$ cat src/rtl/aduf_pkg.sv
// Shared types and constants for the advertising-data 128-bit UUID filter.
`timescale 1ns / 1ps

package aduf_pkg;

   // UUID length in bytes (2 to 16); the value bytes compared per structure
   localparam int UuidBytes = 16;
   localparam int CmpIdxW   = 5;
   localparam int UuidBits  = 128;
   localparam int CsrDataW  = 64;

   localparam logic [7:0] AdTypeUuid128More = 8'h06;
   localparam logic [7:0] AdTypeUuid128All  = 8'h07;

   // register indexes on the configuration port
   localparam logic CsrUuidLow  = 1'b0;
   localparam logic CsrUuidHigh = 1'b1;

   localparam logic [7:0] MinUuidLen = 8'(UuidBytes + 1);
   localparam logic [CmpIdxW-1:0] CmpLast = CmpIdxW'(UuidBytes);

   typedef enum logic [2:0] {
      PH_LEN   = 3'b001,
      PH_TYPE  = 3'b010,
      PH_VALUE = 3'b100
   } phase_type;

   typedef struct packed {
      logic truncated;
      logic uuid_found;
   } result_type;

endpackage

$ cat src/rtl/adv_data_uuid128_filter.sv
// Advertising-report walker that flags a matching 128-bit service UUID.
`timescale 1ns / 1ps

// Channel   Dir  Handshake              Payload
// req       in   req_tvalid/req_tready  tdata[7:0] ad_byte, tlast last_byte
// rsp       out  rsp_tvalid/rsp_tready  tdata[0] uuid_found, tdata[1] truncated
// csr       in   csr_wr_en              csr_index selects register, csr_wdata value
//
// One request a cycle while req_tready is high; each byte updates the walk state in the same cycle.
// The result of a report's last byte reaches rsp through the result register, or through the skid while a result waits.
// A two-deep output (result register plus skid) keeps req_tready high while
// one result waits; req_tready drops only when both are full.
// Synchronous active-high reset clears the walk, the output and the UUID.
module adv_data_uuid128_filter (
   input  logic        clock,
   input  logic        reset,
   // request: [7:0] ad_byte
   input  logic [7:0]  req_tdata,
   input  logic        req_tlast,
   input  logic        req_tvalid,
   output logic        req_tready,
   // response: [0] uuid_found, [1] truncated, [7:2] zero
   output logic [7:0]  rsp_tdata,
   output logic        rsp_tvalid,
   input  logic        rsp_tready,
   input  logic        csr_wr_en,
   input  logic        csr_index,
   input  logic [aduf_pkg::CsrDataW-1:0] csr_wdata
);

   // configured UUID, byte 0 in bits 7:0
   logic [aduf_pkg::UuidBits-1:0] uuid_ff;

   // walk state
   aduf_pkg::phase_type            phase_ff, phase_in;
   logic [7:0]                     struct_len_ff, struct_len_in;
   logic [7:0]                     bytes_left_ff, bytes_left_in;
   logic [aduf_pkg::CmpIdxW-1:0]   cmp_idx_ff, cmp_idx_in;
   logic                           cmp_ok_ff, cmp_ok_in;
   logic                           found_ff, found_in;

   // output stage
   logic                     out_valid_ff, skid_valid_ff;
   aduf_pkg::result_type     out_data_ff, skid_data_ff;
   aduf_pkg::result_type     result;

   logic       req_fire;
   logic       push;
   logic       pop;
   logic [7:0] uuid_sel;
   logic [7:0] bl_dec;

   assign req_tready = !skid_valid_ff;
   assign req_fire   = req_tvalid && req_tready;
   assign push       = req_fire && req_tlast;
   assign pop        = out_valid_ff && rsp_tready;

   // only the low four bits address the UUID
   assign uuid_sel = uuid_ff[{cmp_idx_ff[3:0], 3'b000} +: 8];
   assign bl_dec   = bytes_left_ff - 8'd1;

   always_comb begin
      phase_in      = phase_ff;
      struct_len_in = struct_len_ff;
      bytes_left_in = bytes_left_ff;
      cmp_idx_in    = cmp_idx_ff;
      cmp_ok_in     = cmp_ok_ff;
      found_in      = found_ff;
      unique case (phase_ff)
         aduf_pkg::PH_TYPE: begin
            bytes_left_in = bl_dec;
            cmp_ok_in = (req_tdata == aduf_pkg::AdTypeUuid128More ||
                         req_tdata == aduf_pkg::AdTypeUuid128All) &&
                        (struct_len_ff >= aduf_pkg::MinUuidLen);
            cmp_idx_in = '0;
            phase_in   = (bl_dec == 8'd0) ? aduf_pkg::PH_LEN : aduf_pkg::PH_VALUE;
         end
         aduf_pkg::PH_VALUE: begin
            if (cmp_ok_ff && cmp_idx_ff < aduf_pkg::CmpLast) begin
               cmp_ok_in  = (req_tdata == uuid_sel);
               cmp_idx_in = cmp_idx_ff + 1'b1;
               if (req_tdata == uuid_sel && cmp_idx_in == aduf_pkg::CmpLast) begin
                  found_in = 1'b1;
               end
            end
            bytes_left_in = bl_dec;
            if (bl_dec == 8'd0) begin
               phase_in = aduf_pkg::PH_LEN;
            end
         end
         default: begin
            // length byte; zero length is a structure of its own
            struct_len_in = req_tdata;
            bytes_left_in = req_tdata;
            phase_in = (req_tdata == 8'd0) ? aduf_pkg::PH_LEN : aduf_pkg::PH_TYPE;
         end
      endcase
   end

   assign result.uuid_found = found_in;
   assign result.truncated  = (phase_in != aduf_pkg::PH_LEN);

   always_ff @(posedge clock) begin
      if (reset) begin
         phase_ff      <= aduf_pkg::PH_LEN;
         struct_len_ff <= '0;
         bytes_left_ff <= '0;
         cmp_idx_ff    <= '0;
         cmp_ok_ff     <= 1'b0;
         found_ff      <= 1'b0;
      end else if (req_fire) begin
         if (req_tlast) begin
            // report done: fresh walk for the next byte
            phase_ff      <= aduf_pkg::PH_LEN;
            struct_len_ff <= '0;
            bytes_left_ff <= '0;
            cmp_idx_ff    <= '0;
            cmp_ok_ff     <= 1'b0;
            found_ff      <= 1'b0;
         end else begin
            phase_ff      <= phase_in;
            struct_len_ff <= struct_len_in;
            bytes_left_ff <= bytes_left_in;
            cmp_idx_ff    <= cmp_idx_in;
            cmp_ok_ff     <= cmp_ok_in;
            found_ff      <= found_in;
         end
      end
   end

   always_ff @(posedge clock) begin
      if (reset) begin
         uuid_ff <= '0;
      end else if (csr_wr_en) begin
         unique case (csr_index)
            aduf_pkg::CsrUuidLow:  uuid_ff[63:0]   <= csr_wdata;
            aduf_pkg::CsrUuidHigh: uuid_ff[127:64] <= csr_wdata;
            default: ;
         endcase
      end
   end

   // result register with skid behind it
   always_ff @(posedge clock) begin
      if (reset) begin
         out_valid_ff  <= 1'b0;
         skid_valid_ff <= 1'b0;
      end else if (pop || !out_valid_ff) begin
         if (skid_valid_ff) begin
            out_valid_ff  <= 1'b1;
            skid_valid_ff <= 1'b0;
         end else begin
            out_valid_ff <= push;
         end
      end else if (push) begin
         skid_valid_ff <= 1'b1;
      end
   end

   always_ff @(posedge clock) begin
      if (pop || !out_valid_ff) begin
         if (skid_valid_ff) begin
            out_data_ff <= skid_data_ff;
         end else if (push) begin
            out_data_ff <= result;
         end
      end else if (push) begin
         skid_data_ff <= result;
      end
   end

   assign rsp_tvalid = out_valid_ff;
   assign rsp_tdata  = {6'b000000, out_data_ff.truncated, out_data_ff.uuid_found};

   // skid only fills behind a held result
   a_skid_behind_out: assert property (@(posedge clock) disable iff (reset)
      skid_valid_ff |-> out_valid_ff)
      else $error("skid holds a result while the result register is empty");

   // the walk restarts after every report end
   a_walk_cleared: assert property (@(posedge clock) disable iff (reset)
      (req_fire && req_tlast) |=> (phase_ff == aduf_pkg::PH_LEN && !found_ff &&
                                   bytes_left_ff == 8'd0))
      else $error("walk state not cleared after last byte");

   // value phase always has bytes outstanding
   a_value_bytes_left: assert property (@(posedge clock) disable iff (reset)
      (phase_ff == aduf_pkg::PH_VALUE) |-> (bytes_left_ff != 8'd0))
      else $error("value phase with no bytes left");

   // compare index never runs past the UUID
   a_cmp_idx_range: assert property (@(posedge clock) disable iff (reset)
      cmp_idx_ff <= aduf_pkg::CmpLast)
      else $error("compare index beyond UUID length");

endmodule
$ cat config.mk
export PLATFORM = sky130hd
export DESIGN_NAME = adv_data_uuid128_filter
export DESIGN_NICKNAME = d
export VERILOG_FILES = /design/src/rtl/aduf_pkg.sv /design/src/rtl/adv_data_uuid128_filter.sv
export SDC_FILE = /design/constraint.sdc
export NUM_CORES = 1
export LEC_CHECK = 0
export ABC_AREA = 1
export ABC_CLOCK_PERIOD_IN_PS = 1750
export BUFFER_PORTS_ARGS = -buffer_cell sky130_fd_sc_hd__clkbuf_2
export CAP_MARGIN = 10
export CORE_ASPECT_RATIO = 1.25
export CORE_MARGIN = 2
export CORE_UTILIZATION = 30
export CTS_CLUSTER_SIZE = 12
export DETAILED_ROUTE_END_ITERATION = 8
export SLEW_MARGIN = 20
export SYNTH_ARGS = -nofsm -noshare
export SYNTH_HDL_FRONTEND = slang
export SYNTH_SLANG_ARGS = --single-unit
$ cat constraint.sdc
create_clock -name clock -period 1.75 [get_ports clock]
set_input_delay 0.2625 -clock clock [delete_from_list [all_inputs] [get_ports clock]]
set_output_delay 0.2625 -clock clock [all_outputs]
set_load 0.03 [all_outputs]
==> flow_summary.yaml, run 1 <==
outcome:
  status: "finished with violations"
  violations: "setup timing"
timing:
  fmax_mhz: 484.1
  min_period_over_period: 1.180
  drv_slew: 0
  fin_skew_ns: 0.01285
  layout_setup_ws_ns: -0.3156
  period_needed_ns: 2.066
  finalSetupViolCount: 6
  rsz0062_at_grt: "yes"
  finalHoldViolCount: 0
yosys:
  ys_warn_count: 0
  async_flop_share: 0
  synth_top_flop_cell: "dfxtp_1"
  ys_seq_elements: 160
  syn_inst: 1067
  netlist_area_sq_um: 7378
  yosys.cell_types.count: 38
  ys_seq_area_frac: 0.4395
  syn_area_per_cell_sq_um: 6.915
  synth-edff-count: 4
detailed_routing:
  dr.first_iter.drc_count: 358
  wirelength_um: 22080
  via_per_inst: 4.770
  detailedRoute.firstPassIterationCount: 5
  drc_errors: 0
  ant_nets: 0
  avgRoutedWirePerCell_um: 14.65
  vias: 7188
placed_design:
  port_buffers: 82
  place_ws_ns: -0.3208
  gp_congestion: 0.8800
  detailed_place_hpwl_um: 14950
global_route:
  overflow: 0
  grt_first_pass_wirelength_um: 33890
  antenna_found_initial: 0
  grt_max_degree: 96
  gr-usage-all-layers: 0.1690
  grt_pass1_vias: 6544
clock_tree:
  clock_latency_ns: 0.44
  cts_made_buffers: 17
  cts_root_buf: "clkbuf_16"
  clock_path_buffers: 2
  clock-sinks: 160
  htreeDepth: 4
  cts_tree: "done"
  cts_hold_buf: 0
  cts.clk_slew.worst_paths_ns: 0.06
min_path:
  worst_hold_path_type: "in -> reg"
final_layout:
  fin_util: 0.3923
  n_antenna_cell: 0
  drive_above_1_share: 0.2133
  areaGrowthSynthToFinish_pct: 29.44
  fin_nets: 1249
floorplanning:
  fp-row-count: 64
  initial_core_util: 0.3031
  ioPinCount: 89
  die_y_um: 179.3
  die_x_um: 144.3
  core_area_sq_um: 24340
  design.die.area_sq_um: 25870
critical_path:
  critPathArrivalTime_ns: 2.25
  worstPathMaxFanout: 7
  path_buf_inv: 3
  slowest_delay_ns: 0.39
  cp_top_family: "simple AND/OR/NAND/NOR gates"
  crit_required_ns: 1.94
  cp_slowest_cell: "dfxtp_4"
  worstSetupPathType: "reg -> reg"
  crit_chain: "buf_6 -> clkinv_8 -> clkbuf_16 -> nand2_1 -> nand3_1 -> nand3_1 -> nand3_1 -> nand2_1 -> nand2_1 -> nand2_1 -> nor2_1 -> nand3_2 -> nor2_1 -> nand2_1 -> nand2_2 -> nand2_1 -> nand2_1"
  start_kind: "flop"
  crit_path_end_kind: "flop"
  crit_top_cell: "nand2_1"
pwr:
  power_density_nw_per_um2: 953.4
  leakage_uw: 0.004020
  ir_drop_mv: 0.5725
job:
  drv_cap: 0
kinds of logic after synthesis:
logic type | synth area share
flip-flops | 0.4395
other | 0.0005082
AND/OR/NAND/NOR | 0.2318
buffers and inverters | 0.1063
adder cells (fa/ha/maj) | 0.006783
XOR/XNOR | 0.008309
AO/OA/AOI/OAI | 0.2067
what timing repair did:
action                                  in CTS  in global routing
gates cloned                                 2                  7
pin swaps                                    8                 11
resized for setup                           15                 70
endpoints found under the setup margin       9                 21
buffers inserted                             1                  7
state kept, by name, summed over array words and instances (netlist names), 2 cells and up:
register,count
struct_len_ff,8
cmp_idx_ff,5
bytes_left_ff,8
uuid_ff,128
rsp_tdata,2
phase_ff,3
skid_data_ff,2
metal layers:
layer  part of all wire  vias up  global-route usage  wire length [um]
met5                  0        -                   0                 0
met4              0.023        0             0.06270               497
met3              0.044       40             0.02870               981
met2               0.49      179              0.2849             10730
met1               0.45     3315              0.2173              9870
li1                   -     3654                   -                 -
cell usage after synthesis, types with 3 or more instances:
cell type  number  area share
o21ai_1        11      0.0075
buf_4           9      0.0092
nand4_1         3      0.0025
dfxtp_1       156        0.42
nand3_1        80       0.054
a31oi_1         4      0.0034
o21ai_0       161        0.11
edfxtp_1        4       0.016
buf_6           4      0.0061
a21oi_1        98       0.066
nor2_1        156       0.079
o211ai_1        7      0.0071
clkbuf_1       45       0.023
xnor2_1         3      0.0036
clkinv_1        3      0.0015
nor4_1          3      0.0025
ha_1            4      0.0068
xor2_1          4      0.0047
nand2_1       162       0.082
inv_1         109       0.055
buf_2          15       0.010
nor3_1          4      0.0027
tightest hold or removal path, delay by kind of cell:
| family | cells | cell delay (ns) |
|---|---|---|
| buffers and inverters | 1 | 0.08 |
| and+or+nand+nor | 2 | 0.12 |
cell usage in the layout, fill, tap and decap left out, types with 7 or more instances in the layout:
| master | netlist | routed |
|---|---|---|
| nor2_1 | 156 | 154 |
| nand2_1 | 162 | 154 |
| dfxtp_1 | 156 | 151 |
| o21ai_0 | 161 | 146 |
| inv_1 | 109 | 106 |
| a21oi_1 | 98 | 93 |
| clkbuf_2 | 0 | 82 |
| nand3_1 | 80 | 49 |
| buf_4 | 9 | 43 |
| nand3_2 | 0 | 31 |
| clkbuf_16 | 0 | 24 |
| o21ai_1 | 11 | 23 |
| buf_12 | 0 | 10 |
| nand2_2 | 1 | 8 |
| o211ai_1 | 7 | 7 |
worst paths after layout:
kind / startpoint / slack, ns / end / cells after the start
max reg2reg: cmp_idx_ff[0]$_SDFFE_PP0P_ / -0.32 / rsp_tdata[0]$_DFFE_PP_ / 17
min: csr_wdata[2] / 0.06 / uuid_ff[2]$_SDFFE_PP0P_ / 3
max: cmp_idx_ff[0]$_SDFFE_PP0P_ / -0.32 / rsp_tdata[0]$_DFFE_PP_ / 17
min reg2reg: cmp_idx_ff[4]$_SDFFE_PP0P_ / 0.45 / cmp_idx_ff[4]$_SDFFE_PP0P_ / 2
report_power, final:
group | internal [uW] | leakage [uW] | switching [uW]
Combinational | 545 | 0.00241 | 817
Clock | 2220 | 0.000279 | 1560
Sequential | 3880 | 0.00133 | 92.4
Total | 6640 | 0.00402 | 2470
final cells by class:
cell class	instances	area [sq um]
Clock buffer	19	464.2
Clock inverter	11	130.1
Fill cell	2587	14790
Inverter	114	440.4
Multi-Input combinational cell	725	3647
Sequential cell	160	3252
Tap cell	330	412.9
Timing Repair Buffer	148	1204
per-stage QoR:
stage	hold WS (ns)	cell area (sq um)	TNS [ns]	power, uW	cells
2_1_floorplan	0.3974	7425	-0.07644	4797	1072
4_1_cts	0.04675	9087	-0.9929	9048	1493
3_3_place_gp	0.4357	8374	-1.289	5228	1460
6_report	0.05893	9550	-1.278	9106	1507
5_1_grt	0.06368	9550	-2.066	9491	1507
3_5_place_dp	0.4420	8374	-1.446	5237	1460
Power figures use the tool's default switching activity.
==> run 2, diff against run 1 <==
==> constraint.sdc (replaced) <==
create_clock -name clock -period 1.75 [get_ports clock]
set_input_delay 0 -clock clock [delete_from_list [all_inputs] [get_ports clock]]
set_output_delay 0 -clock clock [all_outputs]
set_load 0.03 [all_outputs]
==> flow_summary.yaml, run 2 (same netlist as run 1, synthesis figures left out) <==
final_layout:
  n_fill_cell: 2592
  reg_top3: "uuid_ff: 128 flops, bytes_left_ff: 8 flops, struct_len_ff: 8 flops"
  drive_above_1_share: 0.1848
  final_common_cell: "nand2_1"
  largest_register_ffs: 128
  fin_util: 0.4118
  mostFrequentLayoutCells: "nand2_1, o21ai_0, nor2_1, dfxtp_1, inv_1"
  fin_nets: 1321
  n_antenna_cell: 0
  areaGrowthSynthToFinish_pct: 35.85
  max_flop_register: "uuid_ff"
floorplanning:
  initial_core_util: 0.3031
  core_area_sq_um: 24340
  ioPinCount: 89
  fp-row-count: 64
  design.die.area_sq_um: 25870
  die_x_um: 144.3
  die_y_um: 179.3
pwr:
  power_density_nw_per_um2: 906.4
  power.total_uw: 9085
  ir_drop_mv: 0.5870
  leakage_uw: 0.004213
job:
  drv_cap: 0
detailed_routing:
  ant_nets: 0
  avgRoutedWirePerCell_um: 13.91
  detailedRoute.firstPassIterationCount: 5
  drc_errors: 0
  via_per_inst: 4.685
  wirelength_um: 21980
  dr.first_iter.drc_count: 466
  vias: 7402
clock_tree:
  cts_made_buffers: 17
  clock_path_buffers: 2
  clock_latency_ns: 0.44
  htreeDepth: 4
  clock-sinks: 160
  cts_tree: "done"
  cts_root_buf: "clkbuf_16"
  cts.clk_slew.worst_paths_ns: 0.07
critical_path:
  crit_required_ns: 2.06
  critPathArrivalTime_ns: 2.26
  worstSetupPathType: "reg -> reg"
  start_kind: "flop"
  crit_path_end_kind: "flop"
  worstPathMaxFanout: 10
outcome:
  status: "finished with violations"
  violations: "setup timing"
min_path:
  worst_hold_path_type: "in -> reg"
timing:
  rsz0062_at_grt: "yes"
  drv_slew: 0
  finalHoldViolCount: 0
  worst_slew_pin_slew_ns: 0.5016
  maxSlewHeadroom: 0.6625
  fin_skew_ns: 0.01075
  layout_setup_ws_ns: -0.2090
  fmax_mhz: 510.5
  period_needed_ns: 1.959
  finalSetupViolCount: 7
  min_period_over_period: 1.119
global_route:
  gr-usage-all-layers: 0.1734
  grt_first_pass_wirelength_um: 35100
  antenna_found_initial: 0
  grt_max_degree: 96
  overflow: 0
  grt_pass1_vias: 7035
placed_design:
  gp_congestion: 0.8655
  port_buffers: 82
  detailed_place_hpwl_um: 15250
-- run 2: power breakdown --
part,internal [uW],total (uW),switching (uW)
logic,608,1410,805
clock network,2140,3700,1560
registers,3880,3980,97.5
total,6620,9090,2460
-- run 2: cell type report --
| class | instances | area, sq um | area share |
|---|---|---|---|
| Clock buffer | 19 | 442.9 | 0.04419 |
| Clock inverter | 12 | 136.4 | 0.01361 |
| Inverter | 114 | 427.9 | 0.04269 |
| Multi-Input combinational cell | 725 | 3548 | 0.3540 |
| Sequential cell | 160 | 3252 | 0.3244 |
| Tap cell | 330 | 412.9 | 0.04119 |
| Timing Repair Buffer | 220 | 1803 | 0.1799 |
-- run 2: metal layers --
layer | routed length, um | GRT usage | up-vias
li1 | - | - | 3812
met3 | 947 | 0.03136 | 33
met2 | 10490 | 0.2903 | 171
met4 | 544 | 0.07079 | 0
met5 | 0 | 0 | -
met1 | 9995 | 0.2208 | 3386
-- run 2: repair_timing --
item,CTS,global route
setup buffers,4,4
pin swaps,3,9
cloned,2,1
setup endpoints to repair,9,18
hold endpoints to repair,142,0
gates resized for setup,16,36
hold buffers,75,0
-- run 2: worst max-delay path, stage by stage, from the launching register on --
cell,delay (ns)
dfxtp_4,0.40
buf_4,0.16
buf_16,0.14
o21ai_2,0.13
nand2_1,0.07
nand3_1,0.09
nand3_2,0.08
nand3_1,0.09
nand2_1,0.07
nor2_2,0.11
nand3_2,0.12
nor2_2,0.11
nand2_2,0.08
nand2_2,0.07
nand2_1,0.04
nand2_1,0.05
-- run 2: final timing paths --
path                               from                  endpoint  slack, ns  depth (start not counted)
max          cmp_idx_ff[0]$_SDFFE_PP0P_    rsp_tdata[0]$_DFFE_PP_      -0.21                         15
max reg2reg  cmp_idx_ff[0]$_SDFFE_PP0P_    rsp_tdata[0]$_DFFE_PP_      -0.21                         15
min                               reset  phase_ff[2]$_SDFFE_PP0P_       0.02                          3
min reg2reg     uuid_ff[3]$_SDFFE_PP0P_   uuid_ff[3]$_SDFFE_PP0P_       0.45                          2
-- run 2: per-stage QoR --
| stage | instances | TNS, ns | worst slack [ns] | hold WS, ns | cell area [sq um] |
|---|---|---|---|---|---|
| after global placement | 1463 | -1.191 | -0.2567 | 0.2373 | 8384 |
| after floorplan | 1072 | -0.07644 | -0.07644 | 0.1349 | 7425 |
| after global routing | 1580 | -1.704 | -0.3630 | 0.02970 | 10020 |
| after CTS | 1575 | -0.9772 | -0.2458 | 0.01814 | 9833 |
| after detailed placement | 1463 | -1.240 | -0.2531 | 0.2463 | 8384 |
| final | 1580 | -0.7856 | -0.2090 | 0.01894 | 10020 |
==> run 3, diff against run 2 <==
==> constraint.sdc (replaced) <==
create_clock -name clock -period 1.75 [get_ports clock]
set_input_delay 0.0875 -clock clock [delete_from_list [all_inputs] [get_ports clock]]
set_output_delay 0.0875 -clock clock [all_outputs]
set_load 0.03 [all_outputs]
==> flow_summary.yaml, run 3 (same netlist as run 1, synthesis figures left out) <==
final_layout:
  fin_nets: 1325
  drive_above_1_share: 0.2297
  fin_util: 0.4298
  stdcell_count: 1584
  max_flop_register: "uuid_ff"
  largest_register_ffs: 128
  reg_top3: "uuid_ff: 128 flops, bytes_left_ff: 8 flops, struct_len_ff: 8 flops"
  n_antenna_cell: 0
  final_area_sq_um: 10460
  mostFrequentLayoutCells: "dfxtp_1, nand2_1, nor2_1"
  areaGrowthSynthToFinish_pct: 41.82
  final_common_cell: "dfxtp_1"
critical_path:
  crit_path_end_kind: "flop"
  worstPathMaxFanout: 7
  critPathArrivalTime_ns: 2.22
  start_kind: "flop"
  crit_chain: "buf_12 -> buf_12 -> nand2_1 -> o21ai_2 -> nand2_1 -> nand3_1 -> nand3_2 -> nand2_1 -> nand2_1 -> nand2_1 -> nor2_2 -> nand3_2 -> nor2_1 -> nand2_1 -> nand2_2 -> nand2_2 -> nand2_2"
  crit_required_ns: 1.94
  crit_top_cell: "nand2_1"
  slowest_delay_ns: 0.42
  cp_slowest_cell: "dfxtp_4"
  worstSetupPathType: "reg -> reg"
outcome:
  violations: "setup timing"
  status: "finished with violations"
detailed_routing:
  drc_errors: 0
  vias: 7565
  dr.first_iter.drc_count: 468
  avgRoutedWirePerCell_um: 14.59
  detailedRoute.firstPassIterationCount: 6
  wirelength_um: 23120
  ant_nets: 0
  via_per_inst: 4.776
global_route:
  grt_pass1_vias: 7083
  overflow: 0
  antenna_found_initial: 0
  grt_first_pass_wirelength_um: 35570
  grt_max_degree: 81
  gr-usage-all-layers: 0.1757
floorplanning:
  fp-row-count: 64
  core_area_sq_um: 24340
  die_y_um: 179.3
  die_x_um: 144.3
  initial_core_util: 0.3031
  ioPinCount: 89
  design.die.area_sq_um: 25870
job:
  drv_cap: 0
placed_design:
  detailed_place_hpwl_um: 15010
  gp_congestion: 0.8957
  placedCellCount: 1458
  place_area_sq_um: 8372
  place_ws_ns: -0.2855
  port_buffers: 82
clock_tree:
  cts.clk_slew.worst_paths_ns: 0.06
  cts_made_buffers: 17
  cts_root_buf: "clkbuf_16"
  cts_tree: "done"
  clock_latency_ns: 0.44
  clock_path_buffers: 2
  htreeDepth: 4
  clock-sinks: 160
pwr:
  power_density_nw_per_um2: 887.0
  ir_drop_mv: 0.5383
  leakage_uw: 0.004396
  p_int_uw: 6741
  p_sw_frac: 0.2737
  netSwitchingPower_uw: 2541
  comb_power_share: 0.167
  pwr-share-seq: 0.429
  p_clk_frac: 0.404
timing:
  fin_tns_setup_ns: -1.481
  finalSetupViolCount: 8
  min_period_over_period: 1.160
  finalHoldViolCount: 0
  fmax_mhz: 492.5
  drv_slew: 0
  layout_setup_ws_ns: -0.2804
  period_needed_ns: 2.030
  rsz0062_at_grt: "yes"
  fin_skew_ns: 0.01216
min_path:
  worst_hold_path_type: "in -> reg"
-- run 3: per-stage QoR --
| step | total power [uW] | hold WS, ns |
|---|---|---|
| 2_1_floorplan | 4797 | 0.2224 |
| 3_3_place_gp | 5229 | 0.3285 |
| 3_5_place_dp | 5239 | 0.3416 |
| 4_1_cts | 9182 | 0.005963 |
| 5_1_grt | 9682 | 0.01178 |
| 6_report | 9282 | 0.008614 |
-- run 3: path summary, 6_finish.rpt --
kind | startpoint | endpoint | slack (ns) | cells past startpoint
worst max-delay path | cmp_idx_ff[0]$_SDFFE_PP0P_ | rsp_tdata[0]$_DFFE_PP_ | -0.28 | 17
worst min-delay path | csr_wdata[35] | uuid_ff[99]$_SDFFE_PP0P_ | 0.009 | 3
worst max register to register | cmp_idx_ff[0]$_SDFFE_PP0P_ | rsp_tdata[0]$_DFFE_PP_ | -0.28 | 17
worst min register to register | cmp_idx_ff[4]$_SDFFE_PP0P_ | cmp_idx_ff[4]$_SDFFE_PP0P_ | 0.45 | 2
-- run 3: area by class of cell --
| class | count | area (sq um) |
|---|---|---|
| sequential | 160 | 3252 |
| clock buffer | 20 | 456.7 |
| fill | 2554 | 13880 |
| inverter | 114 | 435.4 |
| multi-input combinational | 725 | 3761 |
| timing repair buffer | 224 | 2014 |
| tap | 330 | 412.9 |
| clock inverter | 11 | 131.4 |
-- run 3: power by group through the flow --
stage / combinational, uW / sequential, uW / clock, uW
floorplan: 766 / 4030 / 0
global placement: 1180 / 4050 / 0
detailed placement: 1190 / 4050 / 0
CTS: 1410 / 3970 / 3800
global route: 1720 / 4000 / 3970
finish: 1550 / 3980 / 3750
-- run 3: per-layer routing --
| metal | GRT usage | up-vias | part of all wire |
|---|---|---|---|
| met4 | 0.06513 | 0 | 0.021 |
| li1 | - | 3813 | - |
| met5 | 0 | - | 0 |
| met3 | 0.03056 | 25 | 0.039 |
| met2 | 0.3014 | 170 | 0.49 |
| met1 | 0.2210 | 3557 | 0.45 |
-- run 3: what timing repair did --
item / 4_1_cts / 5_1_grt
pin swaps: 23 / 44
gates resized for setup: 31 / 97
hold endpoints to repair: 126 / 0
buffers inserted: 8 / 8
cloned: 4 / 9
hold buffers: 68 / 0
setup endpoints to repair: 9 / 19
-- run 3: critical path: cells and delay by family, from the launching register on --
| family | cells | cell delay [ns] |
|---|---|---|
| flops | 1 | 0.42 |
| buf+inv | 2 | 0.29 |
| simple gates | 14 | 0.99 |
| compound gates | 1 | 0.06 |
